`src/design/slpg_pkg.sv`:
```
// ----------------------------------------------------------------------------
// Status LED pattern generator package
// Shared types, state codes, timing constants and the per-state look table.
// ----------------------------------------------------------------------------
package slpg_pkg;

  localparam int unsigned NumStates        = 17;
  localparam int unsigned StateW           = 5;
  localparam int unsigned FullLevelDefault = 30;

  // Animation timing in milliseconds.
  localparam int unsigned BlinkMs       = 200;
  localparam int unsigned PulseMs       = 20;
  localparam int unsigned PulsePeriodMs = 2000;
  localparam int unsigned PulseHalfMs   = 1000;

  // Configuration register indexes (byte address bit 2).
  localparam logic RegIdxCancel = 1'b0;
  localparam logic RegIdxBypass = 1'b1;

  // Indicator state codes.
  localparam logic [StateW-1:0] StOff         = 5'd0;
  localparam logic [StateW-1:0] StBoot        = 5'd1;
  localparam logic [StateW-1:0] StLinkLost    = 5'd2;
  localparam logic [StateW-1:0] StWifiLost    = 5'd3;
  localparam logic [StateW-1:0] StError       = 5'd4;
  localparam logic [StateW-1:0] StUpdate      = 5'd5;
  localparam logic [StateW-1:0] StPairListen  = 5'd6;
  localparam logic [StateW-1:0] StBlePair     = 5'd7;
  localparam logic [StateW-1:0] StResultOk    = 5'd8;
  localparam logic [StateW-1:0] StResultFail  = 5'd9;
  localparam logic [StateW-1:0] StUnpair      = 5'd10;
  localparam logic [StateW-1:0] StPortal      = 5'd11;
  localparam logic [StateW-1:0] StWifiTrial   = 5'd12;
  localparam logic [StateW-1:0] StSafeMode    = 5'd13;
  localparam logic [StateW-1:0] StIdentify    = 5'd14;
  localparam logic [StateW-1:0] StButtonPair  = 5'd15;
  localparam logic [StateW-1:0] StButtonWipe  = 5'd16;

  typedef enum logic [1:0] {
    FUNC_TICK  = 2'd0,
    FUNC_STATE = 2'd1,
    FUNC_HOLD  = 2'd2
  } func_e;

  typedef enum logic [1:0] {
    KIND_SOLID = 2'd0,
    KIND_BLINK = 2'd1,
    KIND_PULSE = 2'd2
  } kind_e;

  typedef enum logic [1:0] {
    LVL_ZERO       = 2'd0,
    LVL_FULL       = 2'd1,
    LVL_HALF       = 2'd2,
    LVL_TWO_THIRDS = 2'd3
  } lvl_e;

  typedef struct packed {
    kind_e kind;
    lvl_e  r;
    lvl_e  g;
    lvl_e  b;
  } look_t;

  typedef struct packed {
    logic [7:0] r;
    logic [7:0] g;
    logic [7:0] b;
  } rgb_t;

  typedef struct packed {
    logic [1:0]        func;
    logic [StateW-1:0] state_code;
    logic [31:0]       hold_ms;
    logic [31:0]       now_ms;
  } item_t;

  typedef struct packed {
    logic [7:0]        red;
    logic [7:0]        green;
    logic [7:0]        blue;
    logic              refresh;
    logic [StateW-1:0] shown_state;
  } result_t;

  typedef struct packed {
    logic [NumStates-1:0] cancel_mask;
    logic [NumStates-1:0] bypass_mask;
  } cfg_t;

  typedef struct packed {
    logic [StateW-1:0] cur_state;
    logic [31:0]       state_start_ms;
    logic [31:0]       last_toggle_ms;
    logic              blink_lit;
    logic [31:0]       hold_deadline_ms;
    logic              hold_armed;
    logic [StateW-1:0] hold_target;
    rgb_t              colour;
  } core_state_t;

  // Animation kind and colour recipe of each indicator state.
  function automatic look_t look_of(logic [StateW-1:0] code);
    look_t lk;
    case (code)
      StBoot:       lk = '{KIND_SOLID, LVL_FULL, LVL_FULL, LVL_FULL};
      StLinkLost:   lk = '{KIND_SOLID, LVL_FULL, LVL_ZERO, LVL_ZERO};
      StWifiLost:   lk = '{KIND_SOLID, LVL_ZERO, LVL_ZERO, LVL_FULL};
      StError:      lk = '{KIND_BLINK, LVL_FULL, LVL_ZERO, LVL_ZERO};
      StUpdate:     lk = '{KIND_PULSE, LVL_FULL, LVL_FULL, LVL_FULL};
      StPairListen: lk = '{KIND_PULSE, LVL_FULL, LVL_ZERO, LVL_FULL};
      StBlePair:    lk = '{KIND_PULSE, LVL_ZERO, LVL_FULL, LVL_FULL};
      StResultOk:   lk = '{KIND_SOLID, LVL_ZERO, LVL_FULL, LVL_ZERO};
      StResultFail: lk = '{KIND_BLINK, LVL_FULL, LVL_ZERO, LVL_ZERO};
      StUnpair:     lk = '{KIND_BLINK, LVL_FULL, LVL_HALF, LVL_ZERO};
      StPortal:     lk = '{KIND_PULSE, LVL_ZERO, LVL_ZERO, LVL_FULL};
      StWifiTrial:  lk = '{KIND_BLINK, LVL_ZERO, LVL_ZERO, LVL_FULL};
      StSafeMode:   lk = '{KIND_PULSE, LVL_FULL, LVL_TWO_THIRDS, LVL_ZERO};
      StIdentify:   lk = '{KIND_BLINK, LVL_FULL, LVL_FULL, LVL_FULL};
      StButtonPair: lk = '{KIND_SOLID, LVL_FULL, LVL_ZERO, LVL_FULL};
      StButtonWipe: lk = '{KIND_BLINK, LVL_FULL, LVL_ZERO, LVL_ZERO};
      default:      lk = '{KIND_SOLID, LVL_ZERO, LVL_ZERO, LVL_ZERO};
    endcase
    return lk;
  endfunction

endpackage

```
`src/design/slpg_intf.sv`:
```
// ----------------------------------------------------------------------------
// Status LED pattern generator channel interfaces
// Valid/ready channels for request words and result words.
// ----------------------------------------------------------------------------
interface slpg_item_if import slpg_pkg::*; ();
  logic              valid;
  logic              ready;
  logic [1:0]        func;
  logic [StateW-1:0] state_code;
  logic [31:0]       hold_ms;
  logic [31:0]       now_ms;

  modport source (output valid, func, state_code, hold_ms, now_ms, input ready);
  modport sink   (input valid, func, state_code, hold_ms, now_ms, output ready);
endinterface

interface slpg_result_if import slpg_pkg::*; ();
  logic              valid;
  logic              ready;
  logic [7:0]        red;
  logic [7:0]        green;
  logic [7:0]        blue;
  logic              refresh;
  logic [StateW-1:0] shown_state;

  modport source (output valid, red, green, blue, refresh, shown_state, input ready);
  modport sink   (input valid, red, green, blue, refresh, shown_state, output ready);
endinterface

```
`src/design/slpg_apb_regs.sv`:
```
// ----------------------------------------------------------------------------
// Status LED pattern generator configuration registers
// APB-style slave holding the hold-cancel and hold-bypass state masks.
// ----------------------------------------------------------------------------
module slpg_apb_regs import slpg_pkg::*; (
  input  logic        clk_i,
  input  logic        rst_ni,
  input  logic        psel,
  input  logic        penable,
  input  logic        pwrite,
  input  logic [2:0]  paddr,
  input  logic [31:0] pwdata,
  output logic [31:0] prdata,
  output logic        pready,
  output cfg_t        cfg_o
);

  logic [NumStates-1:0] cancel_q, cancel_d;
  logic [NumStates-1:0] bypass_q, bypass_d;
  logic                 wr_en;
  logic                 reg_idx;

  assign pready  = 1'b1;
  assign wr_en   = psel & penable & pwrite & pready;
  assign reg_idx = paddr[2];

  always_comb begin
    cancel_d = cancel_q;
    bypass_d = bypass_q;
    if (wr_en) begin
      case (reg_idx)
        RegIdxCancel: cancel_d = pwdata[NumStates-1:0];
        RegIdxBypass: bypass_d = pwdata[NumStates-1:0];
        default: ;
      endcase
    end
  end

  always_ff @(posedge clk_i or negedge rst_ni) begin
    if (!rst_ni) begin
      cancel_q <= '0;
      bypass_q <= '0;
    end else begin
      cancel_q <= cancel_d;
      bypass_q <= bypass_d;
    end
  end

  always_comb begin
    case (reg_idx)
      RegIdxCancel: prdata = {{(32 - NumStates){1'b0}}, cancel_q};
      RegIdxBypass: prdata = {{(32 - NumStates){1'b0}}, bypass_q};
      default:      prdata = '0;
    endcase
  end

  assign cfg_o = '{cancel_mask: cancel_q, bypass_mask: bypass_q};

endmodule

```
`src/design/slpg_pulse_level.sv`:
```
// ----------------------------------------------------------------------------
// Status LED pattern generator pulse brightness
// Triangle brightness from the state age and scaling of the state's colour.
// ----------------------------------------------------------------------------
module slpg_pulse_level import slpg_pkg::*; #(
  parameter int unsigned FullLevel = FullLevelDefault
) (
  input  logic [31:0] age_i,
  input  look_t       look_i,
  output rgb_t        colour_o
);

  localparam int unsigned HalfLevel     = FullLevel / 2;
  localparam int unsigned TwoThirdLevel = (FullLevel * 2) / 3;
  // floor(d * FullLevel / 1000) equals (d * RecipMul) >> 20 for every d up to
  // 1000, because the rounding error of the reciprocal stays below 1/1000.
  localparam int unsigned RecipShift = 20;
  localparam int unsigned RecipMul   = (FullLevel * (2 ** RecipShift) + PulseHalfMs - 1)
                                       / PulseHalfMs;
  localparam logic [29:0] RecipMulW  = 30'(RecipMul);

  logic [27:0] age_hi;
  logic [12:0] fold1;
  logic [7:0]  fold2;
  logic [6:0]  rem125;
  logic [10:0] phase;
  logic [9:0]  ramp_pos;
  logic [29:0] prod;
  logic [7:0]  lvl;
  logic [7:0]  half_tab [256];
  logic [7:0]  third_tab [256];

  // The 2000 ms period is 16 * 125: the low four bits pass straight through
  // and the rest is reduced modulo 125 by folding 7-bit digits, using
  // 2^7 = 3, 2^14 = 9 and 2^21 = 27 modulo 125.
  assign age_hi = age_i[31:4];
  assign fold1  = 13'(age_hi[6:0])
                + 13'(age_hi[13:7])  * 13'd3
                + 13'(age_hi[20:14]) * 13'd9
                + 13'(age_hi[27:21]) * 13'd27;
  assign fold2  = 8'(fold1[6:0]) + 8'(fold1[12:7]) * 8'd3;
  assign rem125 = (fold2 >= 8'd125) ? 7'(fold2 - 8'd125) : 7'(fold2);
  assign phase  = {rem125, age_i[3:0]};

  // Distance from the dark end of the triangle.
  assign ramp_pos = (phase < 11'(PulseHalfMs)) ? 10'(phase)
                                               : 10'(11'(PulsePeriodMs) - phase);
  assign prod     = {20'd0, ramp_pos} * RecipMulW;
  assign lvl      = prod[RecipShift +: 8];

  // Scaled colour components that are not simply zero or the level itself.
  for (genvar i = 0; i < 256; i++) begin : g_tab
    localparam int unsigned HalfVal  = (HalfLevel * i) / FullLevel;
    localparam int unsigned ThirdVal = (TwoThirdLevel * i) / FullLevel;
    assign half_tab[i]  = 8'(HalfVal);
    assign third_tab[i] = 8'(ThirdVal);
  end

  function automatic logic [7:0] scale(lvl_e l, logic [7:0] v,
                                       logic [7:0] hv, logic [7:0] tv);
    logic [7:0] s;
    case (l)
      LVL_ZERO:       s = 8'd0;
      LVL_FULL:       s = v;
      LVL_HALF:       s = hv;
      LVL_TWO_THIRDS: s = tv;
      default:        s = 8'd0;
    endcase
    return s;
  endfunction

  assign colour_o.r = scale(look_i.r, lvl, half_tab[lvl], third_tab[lvl]);
  assign colour_o.g = scale(look_i.g, lvl, half_tab[lvl], third_tab[lvl]);
  assign colour_o.b = scale(look_i.b, lvl, half_tab[lvl], third_tab[lvl]);

endmodule

```
`src/design/slpg_step.sv`:
```
// ----------------------------------------------------------------------------
// Status LED pattern generator step logic
// Works out the next indicator state and the result for one request word.
// ----------------------------------------------------------------------------
module slpg_step import slpg_pkg::*; #(
  parameter int unsigned FullLevel = FullLevelDefault
) (
  input  item_t       item_i,
  input  core_state_t state_i,
  input  cfg_t        cfg_i,
  output core_state_t state_o,
  output result_t     result_o
);

  localparam logic [7:0] FullVal  = 8'(FullLevel);
  localparam logic [7:0] HalfVal  = 8'(FullLevel / 2);
  localparam logic [7:0] ThirdVal = 8'((FullLevel * 2) / 3);

  look_t       cur_look;
  rgb_t        pulse_colour;
  logic [31:0] age;

  function automatic logic [7:0] solid_level(lvl_e l);
    logic [7:0] s;
    case (l)
      LVL_ZERO:       s = 8'd0;
      LVL_FULL:       s = FullVal;
      LVL_HALF:       s = HalfVal;
      LVL_TWO_THIRDS: s = ThirdVal;
      default:        s = 8'd0;
    endcase
    return s;
  endfunction

  function automatic rgb_t solid_colour(look_t lk);
    rgb_t c;
    c.r = solid_level(lk.r);
    c.g = solid_level(lk.g);
    c.b = solid_level(lk.b);
    return c;
  endfunction

  assign cur_look = look_of(state_i.cur_state);
  assign age      = item_i.now_ms - state_i.state_start_ms;

  slpg_pulse_level #(
    .FullLevel(FullLevel)
  ) u_pulse (
    .age_i   (age),
    .look_i  (cur_look),
    .colour_o(pulse_colour)
  );

  always_comb begin
    core_state_t       nxt;
    logic              refresh;
    logic [31:0]       since_toggle;
    logic [31:0]       hold_left;
    logic [StateW-1:0] req;
    look_t             req_look;

    nxt          = state_i;
    refresh      = 1'b0;
    since_toggle = item_i.now_ms - state_i.last_toggle_ms;
    hold_left    = state_i.hold_deadline_ms - item_i.now_ms;
    req          = item_i.state_code;
    req_look     = look_of(req);

    case (item_i.func)
      FUNC_TICK: begin
        case (cur_look.kind)
          KIND_BLINK: begin
            if (since_toggle >= 32'(BlinkMs)) begin
              nxt.last_toggle_ms = item_i.now_ms;
              nxt.blink_lit      = !state_i.blink_lit;
              nxt.colour         = state_i.blink_lit ? '0 : solid_colour(cur_look);
              refresh            = 1'b1;
            end
          end
          KIND_PULSE: begin
            if (since_toggle >= 32'(PulseMs)) begin
              nxt.last_toggle_ms = item_i.now_ms;
              nxt.colour         = pulse_colour;
              refresh            = 1'b1;
            end
          end
          default: ;
        endcase
      end

      FUNC_STATE: begin
        if (item_i.state_code < StateW'(NumStates)) begin
          // An armed hold ends on a cancelling state or once its deadline
          // is reached or has passed; otherwise it redirects everything but bypass states.
          if (state_i.hold_armed) begin
            if (cfg_i.cancel_mask[item_i.state_code] || hold_left[31] ||
                (hold_left == 32'd0)) begin
              nxt.hold_armed       = 1'b0;
              nxt.hold_deadline_ms = '0;
            end else if (!cfg_i.bypass_mask[item_i.state_code]) begin
              req = state_i.hold_target;
            end
          end
          req_look = look_of(req);
          if (req != state_i.cur_state) begin
            nxt.cur_state      = req;
            nxt.state_start_ms = item_i.now_ms;
            nxt.last_toggle_ms = item_i.now_ms;
            nxt.blink_lit      = (req_look.kind == KIND_BLINK);
            // A pulse state keeps the old colour until its first refresh.
            if (req_look.kind != KIND_PULSE) begin
              nxt.colour = solid_colour(req_look);
              refresh    = 1'b1;
            end
          end
        end
      end

      FUNC_HOLD: begin
        if (item_i.state_code < StateW'(NumStates)) begin
          nxt.hold_target      = item_i.state_code;
          nxt.hold_deadline_ms = item_i.now_ms + item_i.hold_ms;
          nxt.hold_armed       = 1'b1;
        end
      end

      default: ;
    endcase

    state_o              = nxt;
    result_o.red         = nxt.colour.r;
    result_o.green       = nxt.colour.g;
    result_o.blue        = nxt.colour.b;
    result_o.refresh     = refresh;
    result_o.shown_state = nxt.cur_state;
  end

endmodule

```
`src/design/status_led_pattern_generator_core.sv`:
```
// ----------------------------------------------------------------------------
// Status LED pattern generator core
// Drives one RGB status pixel from request words: animation ticks, state
// requests with a timed hold override, and hold requests.
// ----------------------------------------------------------------------------
// Path: a request word is held in the input register, then in the result
// register; a receiver stall can keep it waiting in the input register.
// Throughput: one word per cycle while the receiver takes results; the step
// logic evaluates a whole word, including the pulse brightness multiply,
// combinationally between the input register and the result register.
// Reset: rst_ni clears both pipeline valids, the masks and all indicator state
// to the off state with a dark pixel and no hold armed.
// ----------------------------------------------------------------------------
module status_led_pattern_generator_core import slpg_pkg::*; #(
  parameter int unsigned FullLevel = FullLevelDefault
) (
  input  logic                clk_i,
  input  logic                rst_ni,
  slpg_item_if.sink           item_i,
  slpg_result_if.source       result_o,
  input  logic                psel,
  input  logic                penable,
  input  logic                pwrite,
  input  logic [2:0]          paddr,
  input  logic [31:0]         pwdata,
  output logic [31:0]         prdata,
  output logic                pready
);

  cfg_t        cfg;
  item_t       in_word;
  item_t       in_q;
  logic        in_valid_q, in_valid_d;
  result_t     res_d, res_q;
  logic        res_valid_q, res_valid_d;
  core_state_t state_q, state_d;
  logic        load;
  logic        advance;

  // Configuration registers. Software must write them only while the block is
  // idle, which the block itself does not enforce; the step logic uses them directly.
  slpg_apb_regs u_regs (
    .clk_i  (clk_i),
    .rst_ni (rst_ni),
    .psel   (psel),
    .penable(penable),
    .pwrite (pwrite),
    .paddr  (paddr),
    .pwdata (pwdata),
    .prdata (prdata),
    .pready (pready),
    .cfg_o  (cfg)
  );

  // The word in the input register moves to the result register whenever
  // that register is empty or is being drained in the same cycle. The
  // indicator state is committed at the same edge, so the next word, loaded
  // at that edge too, already sees it and words can follow each other without gaps.
  assign advance      = in_valid_q & (~res_valid_q | result_o.ready);
  assign item_i.ready = ~in_valid_q | advance;
  assign load         = item_i.valid & item_i.ready;

  assign in_word = '{func:       item_i.func,
                     state_code: item_i.state_code,
                     hold_ms:    item_i.hold_ms,
                     now_ms:     item_i.now_ms};

  always_comb begin
    in_valid_d = in_valid_q;
    if (load) begin
      in_valid_d = 1'b1;
    end else if (advance) begin
      in_valid_d = 1'b0;
    end
  end

  always_comb begin
    res_valid_d = res_valid_q;
    if (advance) begin
      res_valid_d = 1'b1;
    end else if (result_o.ready) begin
      res_valid_d = 1'b0;
    end
  end

  // All per-word work: tick timing, hold check, state change and pulse level.
  slpg_step #(
    .FullLevel(FullLevel)
  ) u_step (
    .item_i  (in_q),
    .state_i (state_q),
    .cfg_i   (cfg),
    .state_o (state_d),
    .result_o(res_d)
  );

  always_ff @(posedge clk_i or negedge rst_ni) begin
    if (!rst_ni) begin
      in_valid_q  <= 1'b0;
      res_valid_q <= 1'b0;
      state_q     <= '0;
    end else begin
      in_valid_q  <= in_valid_d;
      res_valid_q <= res_valid_d;
      if (advance) begin
        state_q <= state_d;
      end
    end
  end

  // Payload registers carry no reset; their valids qualify them.
  always_ff @(posedge clk_i) begin
    if (load) begin
      in_q <= in_word;
    end
    if (advance) begin
      res_q <= res_d;
    end
  end

  assign result_o.valid       = res_valid_q;
  assign result_o.red         = res_q.red;
  assign result_o.green       = res_q.green;
  assign result_o.blue        = res_q.blue;
  assign result_o.refresh     = res_q.refresh;
  assign result_o.shown_state = res_q.shown_state;

endmodule

```
`src/flat_wrapper.sv`:
```
// flat-port wrapper written by rule: the top's interface ports become plain ports
module status_led_pattern_generator_core_flat import slpg_pkg::*;
#(
  parameter int unsigned FullLevel = FullLevelDefault
)
  (clk_i, rst_ni, psel, penable, pwrite, paddr, pwdata, prdata, pready, item_i_valid, item_i_func, item_i_state_code, item_i_hold_ms, item_i_now_ms, item_i_ready, result_o_valid, result_o_red, result_o_green, result_o_blue, result_o_refresh, result_o_shown_state, result_o_ready);
  slpg_item_if item_i_i ();
  slpg_result_if result_o_i ();
  input  logic clk_i;
  input  logic rst_ni;
  input  logic psel;
  input  logic penable;
  input  logic pwrite;
  input  logic [2:0] paddr;
  input  logic [31:0] pwdata;
  output logic [31:0] prdata;
  output logic pready;
  input wire logic [$bits(item_i_i.valid)-1:0] item_i_valid;
  input wire logic [$bits(item_i_i.func)-1:0] item_i_func;
  input wire logic [$bits(item_i_i.state_code)-1:0] item_i_state_code;
  input wire logic [$bits(item_i_i.hold_ms)-1:0] item_i_hold_ms;
  input wire logic [$bits(item_i_i.now_ms)-1:0] item_i_now_ms;
  output wire logic [$bits(item_i_i.ready)-1:0] item_i_ready;
  output wire logic [$bits(result_o_i.valid)-1:0] result_o_valid;
  output wire logic [$bits(result_o_i.red)-1:0] result_o_red;
  output wire logic [$bits(result_o_i.green)-1:0] result_o_green;
  output wire logic [$bits(result_o_i.blue)-1:0] result_o_blue;
  output wire logic [$bits(result_o_i.refresh)-1:0] result_o_refresh;
  output wire logic [$bits(result_o_i.shown_state)-1:0] result_o_shown_state;
  input wire logic [$bits(result_o_i.ready)-1:0] result_o_ready;
  assign item_i_i.valid = item_i_valid;
  assign item_i_i.func = item_i_func;
  assign item_i_i.state_code = item_i_state_code;
  assign item_i_i.hold_ms = item_i_hold_ms;
  assign item_i_i.now_ms = item_i_now_ms;
  assign item_i_ready = item_i_i.ready;
  assign result_o_valid = result_o_i.valid;
  assign result_o_red = result_o_i.red;
  assign result_o_green = result_o_i.green;
  assign result_o_blue = result_o_i.blue;
  assign result_o_refresh = result_o_i.refresh;
  assign result_o_shown_state = result_o_i.shown_state;
  assign result_o_i.ready = result_o_ready;
  status_led_pattern_generator_core #(.FullLevel(FullLevel)) u_core (.clk_i(clk_i), .rst_ni(rst_ni), .item_i(item_i_i), .result_o(result_o_i), .psel(psel), .penable(penable), .pwrite(pwrite), .paddr(paddr), .pwdata(pwdata), .prdata(prdata), .pready(pready));
endmodule
```
`config.mk`:
```
export PLATFORM = sky130hd
export DESIGN_NAME = status_led_pattern_generator_core_flat
export DESIGN_NICKNAME = d
export VERILOG_FILES = /design/src/design/slpg_pkg.sv /design/src/design/slpg_intf.sv /design/src/design/slpg_apb_regs.sv /design/src/design/slpg_pulse_level.sv /design/src/design/slpg_step.sv /design/src/design/status_led_pattern_generator_core.sv /design/src/flat_wrapper.sv
export SDC_FILE = /design/constraint.sdc
export NUM_CORES = 1
export LEC_CHECK = 0
export BUFFER_PORTS_ARGS = -buffer_cell sky130_fd_sc_hd__buf_4
export CORE_ASPECT_RATIO = 1.4
export CORE_UTILIZATION = 43
export CTS_CLUSTER_SIZE = 25
export DETAILED_ROUTE_END_ITERATION = 6
export GPL_TIMING_DRIVEN = 0
export MAX_ROUTING_LAYER = met4
export PLACE_DENSITY = 0.56
export SETUP_SLACK_MARGIN = 0.5
export SLEW_MARGIN = 20
export SYNTH_ARGS = -nofsm -noshare
export SYNTH_HDL_FRONTEND = slang
export SYNTH_SLANG_ARGS = --single-unit
```
`constraint.sdc`:
```
create_clock -name clk_i -period 34.2 [get_ports clk_i]
set_clock_uncertainty 0.2 [all_clocks]
set_input_delay 5.13 -clock clk_i [delete_from_list [all_inputs] [get_ports clk_i]]
set_output_delay 5.13 -clock clk_i [all_outputs]
set_load 0.02 [all_outputs]
```
==> results.cfg <==
[status]
status = completed

[floorplan]
die_w_um = 202.7
floorplan.io_pins = 178
die_area_sq_um = 57340
die_y_um = 282.9
start_util = 0.4366
fp-row-count = 102
core_area_sq_um = 55520

[setup_path]
worst_ep_arrival_time_ns = 19.96
critPathKind = reg2reg
endpoint_kind = register
required_ns = 34.36
critPathSlowestCell = xor2_1
crit_path_start_kind = register
critical_path.max_stage_delay_ns = 0.74
cpMostUsedCell = inv_1
worstPathMaxFanout = 10

[synthesis]
synth_flop_cell = dfrtp_1
synth_edf_count = 101
postSynthCellCount = 2621
synthArstFlopShare = 0.6245
synth-seq-cells = 269
synthDistinctLibCells = 99
avgSynthCellArea_sq_um = 9.249
syn_area_sq_um = 24240
ys_seq_area_frac = 0.2985
ys_warn_count = 0

[clock_network]
cts_buffer_depth = 3
cts_tree = done
ctsResizeCount = 0
ctsHoldBuffers = 0
h-tree-depth = 1
cts.clk_slew.worst_paths_ns = 0.06
post_cts.repair.setup_buffers = 0
cts.sinks = 269
numCtsBuffers = 31
clk_latency_ns = 0.60
root_buffer = clkbuf_16

[sta]
finalMaxSlewViolations = 0
clock.fmax_ghz = 0.05051
setup_viol = 0
worstMarginPinSlew_ns = 0.9727
setup_tns_ns = 0
rsz0062_at_grt = no
hold_violations = 0
period_needed_ns = 19.80
period_share = 0.5789
slew_headroom = 0.3469

[final_layout]
antenna_cells = 0
final_cells = 3567
layout_common_cells = 324 x inv_1, 275 x ha_1, 185 x nand2_1
fillers = 5298
design_area_sq_um = 27390
drive_above_1_share = 0.1180
multi_input_area_sq_um = 15380
nets = 3283
area_growth_pct = 12.98
ff_latch_area_sq_um = 7237
final_common_cell = inv_1

[global_route]
grt_max_degree = 94
grt_usage = 0.2379
grt_pass1_wl_um = 106100
grt_pass1_vias = 20113
antenna_found_initial = 0
overflow = 0

[placed_design]
post_dp_cell_area_sq_um = 26370
dp_hpwl_um = 53430
port_buffers = 143
dp.cells = 3509
gp_congestion = 0.9128

[route]
drt-total-wl_um = 66310
ant_nets = 0
viasPerCell = 5.484
routedWlPerCell_um = 18.59
vias = 19562
drc_errors = 0
dr.pass1.iters = 5
drt_iter0_markers = 1116

[hold_path]
hp-class = reg2reg

[job]
drv_cap = 0
## critical path: cells and delay by family, from the launching register on
kind / cells / cell delay (ns)
AOI/OAI and AO/OA: 25 / 4.97
DFF: 1 / 0.51
xor gates and xnor gates: 5 / 1.75
buffers and inverters: 14 / 1.43
and+or+nand+nor: 21 / 3.34
adders and majority gates: 16 / 7.31
## area by class of cell
cell class / count / share of cell area
multi-input cells: 1946 / 0.5617
inverters: 324 / 0.04441
well taps: 728 / 0.03326
clock buffers: 38 / 0.03038
plain buffers: 96 / 0.01681
clock inverters: 20 / 0.006716
flip-flops and latches: 269 / 0.2642
repair buffers: 146 / 0.04249
## sequential cells by signal (all words and copies together), names as in the netlist
register / count
u_core.result_o.shown_state: 5
u_core.result_o.red: 8
u_core.in_valid_q: 1
u_core.result_o.valid: 1
u_core.u_regs.bypass_q: 17
u_core.state_q: 132
u_core.result_o.blue: 8
u_core.u_regs.cancel_q: 17
u_core.in_q: 71
u_core.result_o.green: 8
u_core.result_o.refresh: 1
## logic make-up after synthesis
group | share of synthesized area
buffers and inverters | 0.06911
and+or+nand+nor | 0.1396
muxes | 0.05972
DFF | 0.2985
AOI/OAI and AO/OA | 0.1733
other | 0.0003098
adders and majority gates | 0.2088
xor gates and xnor gates | 0.05058
## Yosys cell counts, drive strengths merged (16+ instances only)
cell | count | area, sq um
nor2 | 168 | 638.1
xor2 | 47 | 411.6
nand2 | 186 | 705.7
clkbuf | 59 | 221.5
a31oi | 25 | 162.6
inv | 324 | 1216
o21bai | 19 | 142.6
mux2 | 92 | 1036
a21oi | 156 | 792.0
o21a | 30 | 225.2
dfrtp | 168 | 4204
a21o | 50 | 375.4
o21ai | 152 | 760.7
xnor2 | 93 | 814.5
fa | 81 | 1622
mux2i | 16 | 163.9
o31ai | 16 | 120.1
and3 | 22 | 137.6
nor3 | 51 | 255.2
ha | 275 | 3441
a211oi | 23 | 172.7
nand2b | 37 | 231.5
and2 | 33 | 209.0
edfxtp | 101 | 3033
nand3 | 59 | 307.8
buf | 37 | 237.7
o211ai | 21 | 167.7
nor2b | 27 | 168.9
nand4 | 19 | 118.9
## final timing paths
kind                                   start                  endpoint  slack (ns)  depth (start not counted)
max                           u_core.in_q[0]  u_core.result_o.green[2]       14.40                         81
min                        u_core.state_q[6]         u_core.state_q[6]        0.28                          1
max reg2reg                   u_core.in_q[0]  u_core.result_o.green[2]       14.40                         81
min reg2reg                u_core.state_q[6]         u_core.state_q[6]        0.28                          1
max in group asynchronous             rst_ni        u_core.state_q[71]       28.62                          2
min in group asynchronous             rst_ni        u_core.state_q[53]        4.28                          1
## metrics by stage
step / worst slack, ns / util / hold WS (ns)
floorplan: 17.17 / - / 0.2442
global placement: 14.49 / 0.4733 / 0.2607
detailed placement: 14.31 / 0.4750 / 0.2624
CTS: 14.27 / 0.4933 / 0.2816
global route: 12.87 / 0.4933 / 0.3076
finish: 14.40 / 0.4933 / 0.2767
## metal layers
layer  global-route usage  vias to the layer above  wire (um)
li1                     -                     9616          -
met2               0.4175                      360      33690
met3              0.01817                      123       1898
met1               0.2815                     9463      28100
met4              0.09135                        0       2617
met5                    -                        -          0
Power is not shown: default switching activity piles up to over one toggle a cycle in this logic, so the estimate is an artifact.
